[src/hw/rtl/assert_macros.svh]
// Assertion helpers, all on the rising clock edge and disabled while reset is high.
`ifndef ASSERT_MACROS_SVH
`define ASSERT_MACROS_SVH

`ifndef ASSERT_OFF

`define ASSERT_HOLDS(lbl, clk, rst, prop) \
   lbl: assert property (@(posedge clk) disable iff (rst) prop) \
      else $error("assertion failed");

`define ASSERT_NEVER(lbl, clk, rst, expr) \
   lbl: assert property (@(posedge clk) disable iff (rst) !(expr)) \
      else $error("forbidden condition seen");

`else

`define ASSERT_HOLDS(lbl, clk, rst, prop)

`define ASSERT_NEVER(lbl, clk, rst, expr)

`endif

`endif

[src/hw/rtl/rgbhsv_pkg.sv]
`default_nettype none

package rgbhsv_pkg;

   localparam int PIX_W       = 8;
   localparam int QUO_W       = 8;
   localparam int X_W         = 11;
   localparam int NUM_W       = 19;
   localparam int DEN_W       = 11;
   localparam int STEP_BITS   = 2;
   localparam int DIV_STAGES  = QUO_W / STEP_BITS;
   localparam int PIPE_STAGES = DIV_STAGES + 2;

   typedef logic [PIX_W-1:0] pix_type;

endpackage

`default_nettype wire

[src/hw/rtl/rgbhsv_div.sv]
`default_nettype none

module rgbhsv_div import rgbhsv_pkg::*; (
   input  wire logic                  clock,
   input  wire logic [DIV_STAGES-1:0] en,
   input  wire logic [NUM_W-1:0]      dividend,
   input  wire logic [DEN_W-1:0]      divisor,
   output logic      [QUO_W-1:0]      quotient
);

   // restoring division, STEP_BITS quotient bits per stage, quotient known to fit QUO_W
   logic [NUM_W-1:0] rem_prev [DIV_STAGES];
   logic [DEN_W-1:0] den_prev [DIV_STAGES];
   logic [QUO_W-1:0] quo_prev [DIV_STAGES];
   logic [NUM_W-1:0] rem_in   [DIV_STAGES];
   logic [QUO_W-1:0] quo_in   [DIV_STAGES];
   logic [NUM_W-1:0] rem_ff   [DIV_STAGES];
   logic [DEN_W-1:0] den_ff   [DIV_STAGES];
   logic [QUO_W-1:0] quo_ff   [DIV_STAGES];

   for (genvar j = 0; j < DIV_STAGES; j++) begin : g_stage
      localparam int SH = QUO_W - 1 - j * STEP_BITS;

      if (j == 0) begin : g_first
         assign rem_prev[j] = dividend;
         assign den_prev[j] = divisor;
         assign quo_prev[j] = '0;
      end else begin : g_next
         assign rem_prev[j] = rem_ff[j-1];
         assign den_prev[j] = den_ff[j-1];
         assign quo_prev[j] = quo_ff[j-1];
      end

      always_comb begin : step
         logic [NUM_W-1:0] rem;
         logic [NUM_W-1:0] trial;
         logic [QUO_W-1:0] quo;
         rem = rem_prev[j];
         quo = quo_prev[j];
         for (int k = 0; k < STEP_BITS; k++) begin
            trial = NUM_W'(den_prev[j]) << (SH - k);
            if (rem >= trial) begin
               rem          = rem - trial;
               quo[SH - k]  = 1'b1;
            end
         end
         rem_in[j] = rem;
         quo_in[j] = quo;
      end

      always_ff @(posedge clock) begin
         if (en[j]) begin
            rem_ff[j] <= rem_in[j];
            den_ff[j] <= den_prev[j];
            quo_ff[j] <= quo_in[j];
         end
      end
   end

   assign quotient = quo_ff[DIV_STAGES-1];

endmodule

`default_nettype wire

[src/hw/rtl/rgb_to_hsv_pixel_core.sv]
`default_nettype none
// RGB to HSV pixel converter, 8 bits per channel.
// Input channel req_: one RGB word (req_red, req_green, req_blue) is taken at a
// rising edge where req_valid is high and req_stall is low.
// Result channel rsp_: hue code, saturation and brightness (the channel
// maximum), taken where rsp_valid is high and rsp_stall is low.
// Hue is floor(hue_degrees * 255 / 360), 0 for a grey pixel; saturation is
// floor((max - min) * 255 / max), 0 for a black pixel.
// Six register stages: a min/max and sector stage, a scaling stage, then
// two 4-stage restoring dividers (2 quotient bits per stage) running side
// by side. Throughput is one word per clock while rsp_stall is low.
// Each stage carries a valid bit; a stage loads when it is empty or its
// successor moves, so bubbles close up under backpressure.
// With rsp_stall high the output word holds; req_stall rises only once all
// six stages are full. Synchronous reset empties the pipeline; no state is
// kept between words.

module rgb_to_hsv_pixel_core import rgbhsv_pkg::*; (
   input  wire logic            clock,
   input  wire logic            reset,
   input  wire logic            req_valid,
   output logic                 req_stall,
   input  wire logic [PIX_W-1:0] req_red,
   input  wire logic [PIX_W-1:0] req_green,
   input  wire logic [PIX_W-1:0] req_blue,
   output logic                 rsp_valid,
   input  wire logic            rsp_stall,
   output logic [QUO_W-1:0]     rsp_hue_code,
   output logic [QUO_W-1:0]     rsp_saturation,
   output logic [PIX_W-1:0]     rsp_brightness
);

   `include "assert_macros.svh"

   logic [PIPE_STAGES-1:0] v_ff;
   logic [PIPE_STAGES-1:0] v_in;
   logic [PIPE_STAGES-1:0] ready;
   pix_type                mx_ff [PIPE_STAGES];

   pix_type                mx_in;
   pix_type                mn;
   pix_type                d_in;
   logic [X_W-1:0]         x_in;
   pix_type                d_ff;
   logic [X_W-1:0]         x_ff;

   logic [NUM_W-1:0]       num_h_in, num_h_ff, num_s_in, num_s_ff;
   logic [DEN_W-1:0]       den_h_in, den_h_ff, den_s_in, den_s_ff;

   // flow control
   always_comb begin
      ready[PIPE_STAGES-1] = !v_ff[PIPE_STAGES-1] || !rsp_stall;
      for (int i = PIPE_STAGES - 2; i >= 0; i--) begin
         ready[i] = !v_ff[i] || ready[i+1];
      end
      for (int i = 0; i < PIPE_STAGES; i++) begin
         if (i == 0) begin
            v_in[i] = ready[i] ? req_valid : v_ff[i];
         end else begin
            v_in[i] = ready[i] ? v_ff[i-1] : v_ff[i];
         end
      end
   end

   assign req_stall = !ready[0];

   always_ff @(posedge clock) begin
      if (reset) begin
         v_ff <= '0;
      end else begin
         v_ff <= v_in;
      end
   end

   // stage 0: max, min, spread, sector position with each sixth of the hue circle spanning d
   always_comb begin
      mx_in = (req_red > req_green) ? req_red : req_green;
      mx_in = (mx_in > req_blue) ? mx_in : req_blue;
      mn    = (req_red < req_green) ? req_red : req_green;
      mn    = (mn < req_blue) ? mn : req_blue;
      d_in  = mx_in - mn;
      priority if (mx_in == req_red) begin
         if (req_green >= req_blue) begin
            x_in = X_W'(req_green - req_blue);
         end else begin
            x_in = (X_W'(d_in) << 2) + (X_W'(d_in) << 1) - X_W'(req_blue - req_green);
         end
      end else if (mx_in == req_green) begin
         x_in = (X_W'(d_in) << 1) + X_W'(req_blue) - X_W'(req_red);
      end else begin
         x_in = (X_W'(d_in) << 2) + X_W'(req_red) - X_W'(req_green);
      end
   end

   // stage 1: dividends and divisors; zero divisors become 1 (dividend is 0 then)
   always_comb begin
      num_h_in = (NUM_W'(x_ff) << PIX_W) - NUM_W'(x_ff);
      den_h_in = (d_ff == '0) ? DEN_W'(1) : (DEN_W'(d_ff) << 2) + (DEN_W'(d_ff) << 1);
      num_s_in = (NUM_W'(d_ff) << PIX_W) - NUM_W'(d_ff);
      den_s_in = (mx_ff[0] == '0) ? DEN_W'(1) : DEN_W'(mx_ff[0]);
   end

   always_ff @(posedge clock) begin
      if (ready[0]) begin
         mx_ff[0] <= mx_in;
         d_ff     <= d_in;
         x_ff     <= x_in;
      end
      if (ready[1]) begin
         num_h_ff <= num_h_in;
         den_h_ff <= den_h_in;
         num_s_ff <= num_s_in;
         den_s_ff <= den_s_in;
      end
   end

   for (genvar i = 1; i < PIPE_STAGES; i++) begin : g_mx
      always_ff @(posedge clock) begin
         if (ready[i]) begin
            mx_ff[i] <= mx_ff[i-1];
         end
      end
   end

   rgbhsv_div u_hue_div (
      .clock    (clock),
      .en       (ready[PIPE_STAGES-1:2]),
      .dividend (num_h_ff),
      .divisor  (den_h_ff),
      .quotient (rsp_hue_code)
   );

   rgbhsv_div u_sat_div (
      .clock    (clock),
      .en       (ready[PIPE_STAGES-1:2]),
      .dividend (num_s_ff),
      .divisor  (den_s_ff),
      .quotient (rsp_saturation)
   );

   assign rsp_valid      = v_ff[PIPE_STAGES-1];
   assign rsp_brightness = mx_ff[PIPE_STAGES-1];

   `ASSERT_NEVER(a_hue_range, clock, reset, rsp_valid && rsp_hue_code == {QUO_W{1'b1}})
   `ASSERT_HOLDS(a_black_sat, clock, reset, rsp_valid && rsp_brightness == '0 |-> rsp_saturation == '0)
   `ASSERT_HOLDS(a_stall_full, clock, reset, req_stall |-> v_ff == {PIPE_STAGES{1'b1}})

endmodule

`default_nettype wire
[config.mk]
export PLATFORM = sky130hd
export DESIGN_NAME = rgb_to_hsv_pixel_core
export DESIGN_NICKNAME = d
export VERILOG_FILES = /design/src/hw/rtl/rgbhsv_pkg.sv /design/src/hw/rtl/rgbhsv_div.sv /design/src/hw/rtl/rgb_to_hsv_pixel_core.sv
export VERILOG_INCLUDE_DIRS = /design/src /design/src/hw/rtl
export SDC_FILE = /design/constraint.sdc
export NUM_CORES = 1
export LEC_CHECK = 0
export BUFFER_PORTS_ARGS = -buffer_cell sky130_fd_sc_hd__buf_2
export CAP_MARGIN = 30
export CORE_ASPECT_RATIO = 0.7
export CORE_MARGIN = 5
export CORE_UTILIZATION = 45
export DETAILED_ROUTE_END_ITERATION = 10
export HOLD_SLACK_MARGIN = 0.1
export SLEW_MARGIN = 20
export SYNTH_ARGS = -nofsm -noshare
export SYNTH_HDL_FRONTEND = slang
export SYNTH_SLANG_ARGS = --single-unit
[constraint.sdc]
create_clock -name clock -period 12.5 [get_ports clock]
set_input_delay 1.25 -clock clock [delete_from_list [all_inputs] [get_ports clock]]
set_output_delay 1.25 -clock clock [all_outputs]
set_load 0.005 [all_outputs]
==> flow_summary.toml <==
[route]
wire_per_inst_microns = 17.56
dr.pass1.iters = 5
via_per_inst = 5.432
ant_nets = 0
drt_iter0_markers = 1219
vias = 17541
drc = 0
routed_wl_microns = 56720

[critical_path]
cpMostUsedCell = "a21oi_1"
start_kind = "input port"
cpMaxStageDelayCell = "and2_1"
arrival_ps = 8940
path_max_fanout = 12
critical_path_class = "in -> reg"
crit_required_ps = 12820
end_kind = "flop"
slowest_delay_ps = 570

[grt]
grt-ovfl-total = 0
grt_pass1_vias = 17215
antenna_found_initial = 0
track_usage_pct = 18.90
grt_pass1_wl_microns = 91930
grt_max_degree = 74

[finish]
multiInputGateArea_sq_um = 13340
drive_above_1_share_pct = 9.444
seqCellArea_sq_um = 10120
fillerInstances = 4771
num-nets-final = 2788
antenna_cells = 0
syn_to_final_growth_pct = 9.490

[floorplan]
num_rows = 71
die_area_sq_um = 59830
initial_core_util_pct = 45.72
die_y_microns = 206.2
pin_count = 54
die_w_microns = 290.2
core_area_sq_um = 54100

[clock_network]
cts_hold_buf = 0
cts_max_level = 2
cts_setup_buffers = 0
ctsResizeCount = 0
cts_tree = "done"
cts_sinks = 339
cts_buffer_depth = 3
cts_root_buffer = "clkbuf_16"
path_clk_slew_ps = 80
cts_made_buffers = 36
clkLatencyLatePin_ps = 560

[timing]
grt_setup_unrepaired = "false"
hold_violations = 0
slew_headroom_pct = 36.21
timing.setup.tns_ps = 0
timing.final.crit_period_ps = 8620
skew_ps = 24.24
tightest_slew_ps = 949.7
maxClockFrequency_ghz = 0.1160
finalSetupViolations = 0
slew_viol_final = 0
fin_crit_sh_pct = 68.96

[synthesis]
synthCells = 2413
syn_area_sq_um = 24730
ys.flop_type = "edfxtp_1"
seq_area_frac_synth_pct = 40.91
synth_warnings = 0
synth-edff-count = 333
async_flop_share_pct = 0
syn_avg_cell_area_sq_um = 10.25
synth_seq_cells = 339
synth.distinct_cells = 112
syn_nets = 2729

[status]
outcome = "finished, final reports clean"

[place]
place_congestion = 0.8971
dp_hpwl_microns = 44640
numPortBuffers = 53

[worst_hold_path]
hold_class = "reg -> reg"

[flow_run]
maxCapViolations = 0
[path summary, 6_finish.rpt]
kind / startpoint / to / slack [ps] / depth (start not counted)
setup / recovery: req_red[0] / x_ff[10]$_DFFE_PN_ / 3880 / 34
hold / removal: mx_ff[1][0]$_DFFE_PP_ / mx_ff[2][0]$_DFFE_PP_ / 400 / 0
setup reg to reg: u_hue_div.rem_ff[0][5]$_DFFE_PP_ / u_hue_div.rem_ff[1][10]$_DFFE_PP_ / 5470 / 28
hold reg to reg: mx_ff[1][0]$_DFFE_PP_ / mx_ff[2][0]$_DFFE_PP_ / 400 / 0
[cell usage after synthesis (17+ instances only)]
library cell  number  area [sq um]
edfxtp_1         333         10000
inv_1            282          1059
ha_1             249          3115
nor2_1           193         724.4
a21oi_1          167         835.8
xnor2_1          141          1235
nand2_1          130         488.0
o21ai_0          118         590.6
a21o_1            67         503.0
mux2_2            54         608.1
xor2_1            44         385.4
nand4_1           42         262.8
nor2b_1           42         262.8
fa_1              39         780.8
nand3_1           35         175.2
o21bai_1          35         262.8
mux2i_1           33         330.3
nor3_1            29         145.1
clkbuf_1          28         105.1
a21boi_0          24         180.2
nor4_1            24         150.1
nand2b_1          20         125.1
and2_1            18         112.6
a211oi_1          17         127.6
or3_1             17         106.4
[state kept, by name (all words and copies together), names as in the netlist]
register,count
d_ff,8
num_s_ff,17
u_sat_div.quo_ff,20
den_s_ff,8
u_sat_div.rem_ff,57
u_hue_div.den_ff,33
x_ff,11
num_h_ff,19
u_sat_div.den_ff,24
v_ff,6
den_h_ff,11
u_hue_div.quo_ff,20
u_hue_div.rem_ff,57
mx_ff,48
[logic make-up after synthesis]
| family | share of synthesized area [%] |
|---|---|
| compound gates | 14.75 |
| xor+xnor | 6.728 |
| fa+ha+maj | 15.80 |
| buf+inv | 5.231 |
| flops | 40.91 |
| mux | 4.022 |
| other cells | 0.01516 |
| simple gates | 12.54 |
[area by class of cell]
type                            instances  area share, %
Clock inverter                         24          1.077
Tap cell                              730          3.373
Timing Repair Buffer                   66          1.478
Sequential cell                       339          37.37
Inverter                              288          4.006
Clock buffer                           41          3.433
Multi-Input combinational cell       1741          49.27
[through the flow]
stage          hold WS [ps]  util, %  cells  setup WS, ps  area (sq um)
6_report              401.7    50.06   3229          3880         27080
5_1_grt               412.0    50.06   3229          3317         27080
3_5_place_dp          404.5    47.70   3162          3430         25800
3_3_place_gp          401.3    47.67   3160          3613         25790
4_1_cts               401.5    49.95   3227          4035         27030
2_1_floorplan         400.3        -   2413          4656         24730
[worst max-delay path, delay by kind of cell]
kind | cells | cell delay [ps]
mux | 1 | 360
fa+ha+maj | 7 | 2140
compound gates | 15 | 3260
buf+inv | 5 | 440
simple gates | 4 | 900
xor+xnor | 2 | 560
[per-layer routing]
metal | share of wire, % | GRT usage [%] | wire length, microns | vias to the layer above
li1 | - | - | - | 8797
met1 | 52 | 28.79 | 29400 | 8317
met2 | 41 | 28.44 | 23420 | 364
met3 | 5.2 | 2.965 | 2949 | 63
met4 | 1.7 | 4.349 | 949 | 0
met5 | 0 | 0 | 0 | -
[cells in the final DEF, fill, tap and decap left out, types with 36 or more instances in the layout]
cell	synthesis	final
a21o_1	67	67
a21oi_1	167	167
buf_2	8	54
clkbuf_16	0	36
edfxtp_1	333	333
fa_1	39	39
ha_1	249	249
inv_1	282	280
mux2_2	54	54
nand2_1	130	127
nand4_1	42	42
nor2_1	193	193
nor2b_1	42	42
o21ai_0	118	117
xnor2_1	141	141
xor2_1	44	44
Power is left out: the tool's default activity adds up to more than one toggle a clock period on the data nets, which glitch-free logic cannot reach.
